===== src/rtl/udpss_pkg.sv =====
// ----------------------------------------------------------------------------
// UDP port socket steering package
// Shared widths, protocol constants, codes and payload types of the block.
// ----------------------------------------------------------------------------
package udpss_pkg;

  localparam int SocketsPerGroupDefault = 16;
  localparam int SlotTableDepthDefault  = 1024;

  localparam int PortW     = 16;
  localparam int LenW      = 14;
  localparam int EtherW    = 16;
  localparam int ProtoW    = 8;
  localparam int QueueW    = 8;
  localparam int EntryIdxW = 10;
  localparam int CountW    = 5;
  localparam int CfgIdxW   = 2;
  localparam int CfgDataW  = 16;
  localparam int SlotW     = PortW + 1;
  localparam int DivW      = 16;

  localparam logic [EtherW-1:0] EthP8023Min   = 16'h0600;
  localparam logic [EtherW-1:0] EthPIp        = 16'h0800;
  localparam logic [ProtoW-1:0] IpprotoUdp    = 8'd17;
  localparam logic [LenW-1:0]   LenEth        = 14'd14;
  localparam logic [LenW-1:0]   LenEthIp      = 14'd34;
  localparam logic [LenW-1:0]   LenEthIpUdp   = 14'd42;

  localparam logic [PortW-1:0]  PortLowReset    = 16'd1024;
  localparam logic [PortW-1:0]  PortHighReset   = 16'd2047;
  localparam logic [QueueW-1:0] QueueCountReset = 8'd1;

  typedef enum logic {
    OP_STEER,
    OP_TABLE_WRITE
  } op_e;

  typedef enum logic [1:0] {
    VERDICT_PASS,
    VERDICT_ABORTED,
    VERDICT_REDIRECT,
    VERDICT_WRITE_DONE
  } verdict_e;

  typedef enum logic [CfgIdxW-1:0] {
    CFG_PORT_RANGE_LOW,
    CFG_PORT_RANGE_HIGH,
    CFG_QUEUE_COUNT
  } cfg_idx_e;

  typedef enum logic [3:0] {
    S_CLEAR,
    S_BASE_START,
    S_BASE_WAIT,
    S_QUOT_START,
    S_QUOT_WAIT,
    S_IDLE,
    S_MUL,
    S_ALIGN,
    S_INDEX,
    S_READ,
    S_OUT
  } state_e;

  typedef struct packed {
    op_e                  operation;
    logic [LenW-1:0]      frame_length;
    logic [EtherW-1:0]    ether_type;
    logic [ProtoW-1:0]    ip_protocol;
    logic [PortW-1:0]     udp_dest_port;
    logic [QueueW-1:0]    rx_queue;
    logic [EntryIdxW-1:0] entry_index;
    logic [CountW-1:0]    entry_socket_count;
  } steer_in_t;

  typedef struct packed {
    verdict_e         verdict;
    logic [PortW-1:0] socket_slot;
  } steer_out_t;

  typedef struct packed {
    logic            start;
    logic [DivW-1:0] dividend;
    logic [DivW-1:0] divisor;
  } div_req_t;

  typedef struct packed {
    logic            done;
    logic [DivW-1:0] quotient;
    logic [DivW-1:0] remainder;
  } div_rsp_t;

endpackage


===== src/rtl/udpss_div.sv =====
// ----------------------------------------------------------------------------
// UDP port socket steering divider
// Restoring divider that produces one quotient bit per cycle.
// ----------------------------------------------------------------------------
module udpss_div (
  input  logic                clk_i,
  input  logic                rst_ni,
  input  udpss_pkg::div_req_t req_i,
  output udpss_pkg::div_rsp_t rsp_o
);

  localparam int DivW = udpss_pkg::DivW;
  localparam int CntW = $clog2(DivW + 1);

  logic            busy_q, busy_d;
  logic            done_q, done_d;
  logic [CntW-1:0] cnt_q, cnt_d;
  logic [DivW-1:0] rem_q, rem_d;
  logic [DivW-1:0] quo_q, quo_d;
  logic [DivW-1:0] den_q, den_d;

  logic [DivW:0]   shifted;
  logic [DivW:0]   diff;
  logic            fits;

  always_comb begin
    shifted = {rem_q, quo_q[DivW-1]};
    diff    = shifted - {1'b0, den_q};
    fits    = shifted >= {1'b0, den_q};
  end

  always_comb begin
    busy_d = busy_q;
    done_d = 1'b0;
    cnt_d  = cnt_q;
    rem_d  = rem_q;
    quo_d  = quo_q;
    den_d  = den_q;
    if (req_i.start) begin
      busy_d = 1'b1;
      cnt_d  = CntW'(DivW);
      rem_d  = '0;
      quo_d  = req_i.dividend;
      den_d  = req_i.divisor;
    end else if (busy_q) begin
      rem_d = fits ? diff[DivW-1:0] : shifted[DivW-1:0];
      quo_d = {quo_q[DivW-2:0], fits};
      cnt_d = cnt_q - CntW'(1);
      if (cnt_q == CntW'(1)) begin
        busy_d = 1'b0;
        done_d = 1'b1;
      end
    end
  end

  always_ff @(posedge clk_i or negedge rst_ni) begin
    if (!rst_ni) begin
      busy_q <= 1'b0;
      done_q <= 1'b0;
      cnt_q  <= '0;
    end else begin
      busy_q <= busy_d;
      done_q <= done_d;
      cnt_q  <= cnt_d;
    end
  end

  always_ff @(posedge clk_i) begin
    rem_q <= rem_d;
    quo_q <= quo_d;
    den_q <= den_d;
  end

  assign rsp_o.done      = done_q;
  assign rsp_o.quotient  = quo_q;
  assign rsp_o.remainder = rem_q;

endmodule

===== config.mk =====
export PLATFORM = sky130hd
export DESIGN_NAME = udpss_div
export DESIGN_NICKNAME = d
export VERILOG_FILES = /design/src/rtl/udpss_pkg.sv /design/src/rtl/udpss_div.sv
export SDC_FILE = /design/constraint.sdc
export NUM_CORES = 1
export LEC_CHECK = 0
export BUFFER_PORTS_ARGS = -buffer_cell sky130_fd_sc_hd__buf_2
export CORE_MARGIN = 2
export CORE_UTILIZATION = 55
export DETAILED_ROUTE_END_ITERATION = 7
export PLACE_DENSITY = 0.88
export SETUP_SLACK_MARGIN = 0.1
export SLEW_MARGIN = 10
export SYNTH_ARGS = -nofsm -noshare
export SYNTH_HDL_FRONTEND = slang
export SYNTH_SLANG_ARGS = --single-unit

===== constraint.sdc =====
create_clock -name clk_i -period 2.5 [get_ports clk_i]
set_input_delay 0.25 -clock clk_i [delete_from_list [all_inputs] [get_ports clk_i]]
set_output_delay 0.25 -clock clk_i [all_outputs]
set_load 0.02 [all_outputs]

# ---- Word-level counts from Yosys, hierarchy flattened
# Cells that the tools add are included.
# W data, S select, Z words.
dict set report word_totals {
  in_bits 35
  memories 0
  mem_bits_rw 0
  out_inout_bits 33
  latchBits 0
  reg_bits 55
  rom_bits 0
  wordCells 22
}
dict set report classes {
  reduce_logical 1
  n_bitwise 0
  n_addsub 2
  n_shift 0
  n_mux 11
  magnitude_cmp 1
  multipliers 0
  div 0
  n_eq_ne 1
}
# cell n
set op_table {}
lappend op_table {{$mux W16} 3}
lappend op_table {{$ge A17 B16 Y1} 1}
lappend op_table {{$sub A16 B16 Y16} 1}
lappend op_table {{$mux W5} 2}
lappend op_table {{$mux W1} 6}
lappend op_table {{$eq A5 B1 Y1 const B} 1}
lappend op_table {{$sub A5 B1 Y5 const B} 1}
lappend op_table {{$reduce_bool A2 Y1} 1}

# ---- Longest topological paths before layout
dict set report depth {
  word_depth 4
  ltp_mapped 10
  depth_no_buf 9
}

# ---- Worst setup path before layout
# No wires, ideal clock.
dict set report synth_timing {
  path_kind {register to register}
  startpoint {reg quo_q[15]}
  endpoint {reg rem_q[8]}
  setup_slack_ns 0.182
  path_stages_with_launch 10
  synth_period_minus_slack_ns 2.318
  n_path_buf 0
  setup_time_ns 0.116
  required_ns 2.384
  arrival_time_ns 2.202
  path_cell_list {edfxtp_1 inv_1 ha_1 fa_1 nor2b_1 o21ai_0 a21bo_2 a211o_1 xnor2_1 a31o_2}
}
dict set report synth_via {
  elab_chain_cells 2
  word_cells_on_any_way 3
  cone_classes {add/sub (1); order compare (1); mux (1)}
}
# element line
set synth_rtl {}
lappend synth_rtl {{start: declaration} udpss_div.sv:19} ;# logic [DivW-1:0] quo_q, quo_d;
lappend synth_rtl {{start signal: assignment} udpss_div.sv:70} ;# quo_q <= quo_d;
lappend synth_rtl {{$sub A16 B16 Y16 or $ge A17 B16 Y1 (tied branches)} {udpss_div.sv:28, udpss_div.sv:29}}
lappend synth_rtl {{$mux W16 *} udpss_div.sv:46} ;# rem_d = fits ? diff[DivW-1:0] : shifted[DivW-1:0];
lappend synth_rtl {{end signal: assignment} udpss_div.sv:69} ;# rem_q <= rem_d;
lappend synth_rtl {{end: declaration} udpss_div.sv:18} ;# logic [DivW-1:0] rem_q, rem_d;
# Every way passes the cells marked *; elsewhere a longest branch is shown, timed or not.
# A chain may end at the register's enable or synchronous reset.

# ---- Worst setup path after layout
dict set report layout_timing {
  startpoint {reg den_q[3]}
  endpoint {reg rem_q[1]}
}
dict set report layout_via {
  elab_chain_cells 2
}
# element line
set layout_rtl {}
lappend layout_rtl {{start: declaration} udpss_div.sv:20} ;# logic [DivW-1:0] den_q, den_d;
lappend layout_rtl {{start signal: assignment} udpss_div.sv:71} ;# den_q <= den_d;
lappend layout_rtl {{$ge A17 B16 Y1} udpss_div.sv:29} ;# fits = shifted >= {1'b0, den_q};
lappend layout_rtl {{$mux W16} udpss_div.sv:46}
# No other way between the ends.

==> results_dict.tcl <==
set metrics [dict create \
    max_cap_viol_count 0 \
    clkPwrFrac_pct 18.3 \
    power_uw 2860 \
    route.detailed.drc 0 \
    multi_input_area_um2 1670 \
    overflow 0 \
    cp_slowest_cell "or3_1" \
    synthFlopType "edfxtp_1" \
    power_frac_comb_pct 39.2 \
    powerDensity_nw_per_um2 721 \
    worst_ep_required_time_ns 2.71 \
    ys_seq_elements 55 \
    path_cells "inv_1 > ha_1 > and2_1 > nand4_1 > o211a_4 > a31oi_4 > buf_4 > nor3_1 > or3_1" \
    layout.nets 443 \
    dieArea_um2 6440 \
    antenna_left 0 \
    max_slew_margin_pct 67.4 \
    diodes 0 \
    syn_avg_cell_area_um2 10.6 \
    layout_commonest_cell "buf_2" \
    dieWidth_um 80.2 \
    cts_tree "yes" \
    p_seq_share_pct 42.5 \
    hold_slack_ns 0.0963 \
    fin_crit_ns 2.34 \
    grt_antenna_before_repair 0 \
    setup.worst_path.start "den_q[3]" \
    netlist_instances 301 \
    postLayoutCellArea_um2 3970 \
    period_share_pct 93.7 \
    wl_per_cell_um 17.5 \
    worst_slack_ns 0.157 \
    cts_root_buffer "clkbuf_8" \
    ys_warn_count 0 \
    rsz0062_at_grt "false" \
    core-area_um2 5570 \
    crit_type "register to register" \
    finClkSkew_ns 0.00932 \
    synth_nets 355 \
    final_cell_mix "67 x buf_2, 32 x edfxtp_1, 24 x inv_1, 24 x buf_4, 23 x nor2_1" \
    dp_slack_ns 0.0694 \
    yosysSeqAreaShare_pct 45.6 \
    fillers 395 \
    synth-async-reset-ratio_pct 12.7 \
    cp_max_fo 5 \
    worstSkewPairLatency_ns 0.32 \
    tightest_slew_ns 0.488 \
    peakVddDrop_uv 437 \
    area_growth_pct 24.2 \
    placed_area_um2 3700 \
    min_from "req_i[3]" \
    drtIter0Drc 249 \
    hp-class "input pin to register" \
    grt_pass1_wl_um 11900 \
    critPathCaptureType "register" \
    status "completed" \
    path_clk_slew_ns 0.11 \
    num_vias 2779 \
    drive_above_1_share_pct 38.5 \
    num_rows 27 \
    critPathLaunchType "register" \
    cts_made_buffers 5 \
    critPathMaxStageDelay_ns 0.38 \
    synth-edff-count 32 \
    gr-usage-all-layers_pct 23.9 \
    switching_power_uw 1050 \
    grt_pass1_vias 2601 \
    max_freq_mhz 427 \
    r2r_start "den_q[3]" \
    viasPerCell 6.02 \
    finalWirelength_um 8100 \
    setup_viol 0 \
    swShare_pct 36.6 \
    arrival_ns 2.55 \
    finalHoldViolCount 0 \
    power.internal_uw 1820 \
    p_leak_uw 0.00175 \
    htree_num_levels 2 \
    crit_family "simple AND/OR/NAND/NOR gates" \
    critical_path_buf_inv_count 2 \
    io_pins 68 \
    initial_core_util_pct 57.4 \
    regArea_um2 1460 \
    cts_num_sinks 55 \
    netlist-cell-type-count 62 \
    netlist_area_um2 3200 \
    setup_tns_ns 0 \
    gp_congestion 0.959 \
    slew_viol_final 0 \
    ctsLongestPathBuffers 2 \
    die_height_um 80.2 \
    first_pass_iters 5 \
    numPortBuffers 67 \
    dpl.hpwl_um 5740 \
    grt_max_degree 25 \
]
-- Yosys cell counts, types with 3 or more instances --
cell / count / area, µm²
a31o_2: 3 / 26.3
a21o_1: 4 / 30.0
nor2_1: 23 / 86.3
ha_1: 18 / 225
clkbuf_1: 7 / 26.3
a21oi_1: 15 / 75.1
mux2_2: 15 / 169
o21ai_0: 9 / 45.0
edfxtp_1: 32 / 961
and2_1: 4 / 25.0
xor2_1: 7 / 61.3
nor2b_1: 6 / 37.5
o21bai_1: 3 / 22.5
nand3_1: 4 / 20.0
a211oi_1: 7 / 52.6
a311oi_1: 5 / 43.8
mux2i_1: 4 / 40.0
dfrtp_1: 7 / 175
dfxtp_1: 16 / 320
nor3_1: 7 / 35.0
nand2_1: 21 / 78.8
inv_1: 24 / 90.1
xnor2_1: 8 / 70.1
-- through the flow --
stage | util [%] | cells
global route | 71.2 | 462
CTS | 69.2 | 459
finish | 71.2 | 462
detailed placement | 66.4 | 445
global placement | 66.4 | 445
floorplan | - | 301
-- cell type report --
| cell class | instances | area share (%) |
|---|---|---|
| clock buffers | 5 | 1.73 |
| clock inverters | 3 | 0.693 |
| inverters | 24 | 2.27 |
| multi-input cells | 209 | 42.1 |
| flip-flops and latches | 55 | 36.7 |
| well taps | 72 | 2.27 |
| repair buffers | 94 | 14.2 |
-- worst paths after layout --
path                              to  slack [ns]  cells after the start
hold / removal              den_q[3]         0.1                      1
max in group asynchronous   cnt_q[0]        2.05                      2
min in group asynchronous   cnt_q[2]        0.29                      2
hold reg to reg            rem_q[15]        0.54                      2
setup reg to reg            rem_q[1]        0.16                      9
setup / recovery            rem_q[1]        0.16                      9
-- routing by layer --
layer / vias up / routed length, µm / part of all wire (%) / GRT usage (%)
li1: 1279 / - / - / -
met1: 1312 / 3200 / 39 / 29.9
met2: 156 / 4100 / 51 / 40.6
met3: 32 / 524 / 6.5 / 3.93
met4: 0 / 274 / 3.4 / 10.3
met5: - / 0 / 0 / 0
-- flip-flops by register name (all words and copies together), names as in the netlist --
signal,count
busy_q,1
cnt_q,5
den_q,16
done_q,1
quo_q,16
rem_q,16
-- cells by family after synthesis --
family,count (synthesis),share of synthesized area [%]
AND/OR/NAND/NOR,85,13.7
AO/OA/AOI/OAI,70,17.0
flip-flops,55,45.6
buffers and inverters,37,4.97
multiplexers,20,7.01
adder cells (fa/ha/maj),19,7.67
XOR/XNOR,15,4.11
-- repair_timing --
action,4_1_cts,5_1_grt
endpoints found under the setup margin,6,11
resized for setup,2,19
setup buffers,5,3
pin swaps,1,3
hold buffers,1,0
hold endpoints to repair,7,0
-- power by group through the flow --
stage / Sequential, µW / Combinational, µW / Clock [µW]
after global routing: 1230 / 1210 / 567
after CTS: 1210 / 1040 / 531
after floorplan: 1310 / 610 / 0
after global placement: 1220 / 963 / 0
after detailed placement: 1230 / 1010 / 0
final: 1220 / 1120 / 525
No activity file was read; power rests on OpenSTA's default activity.
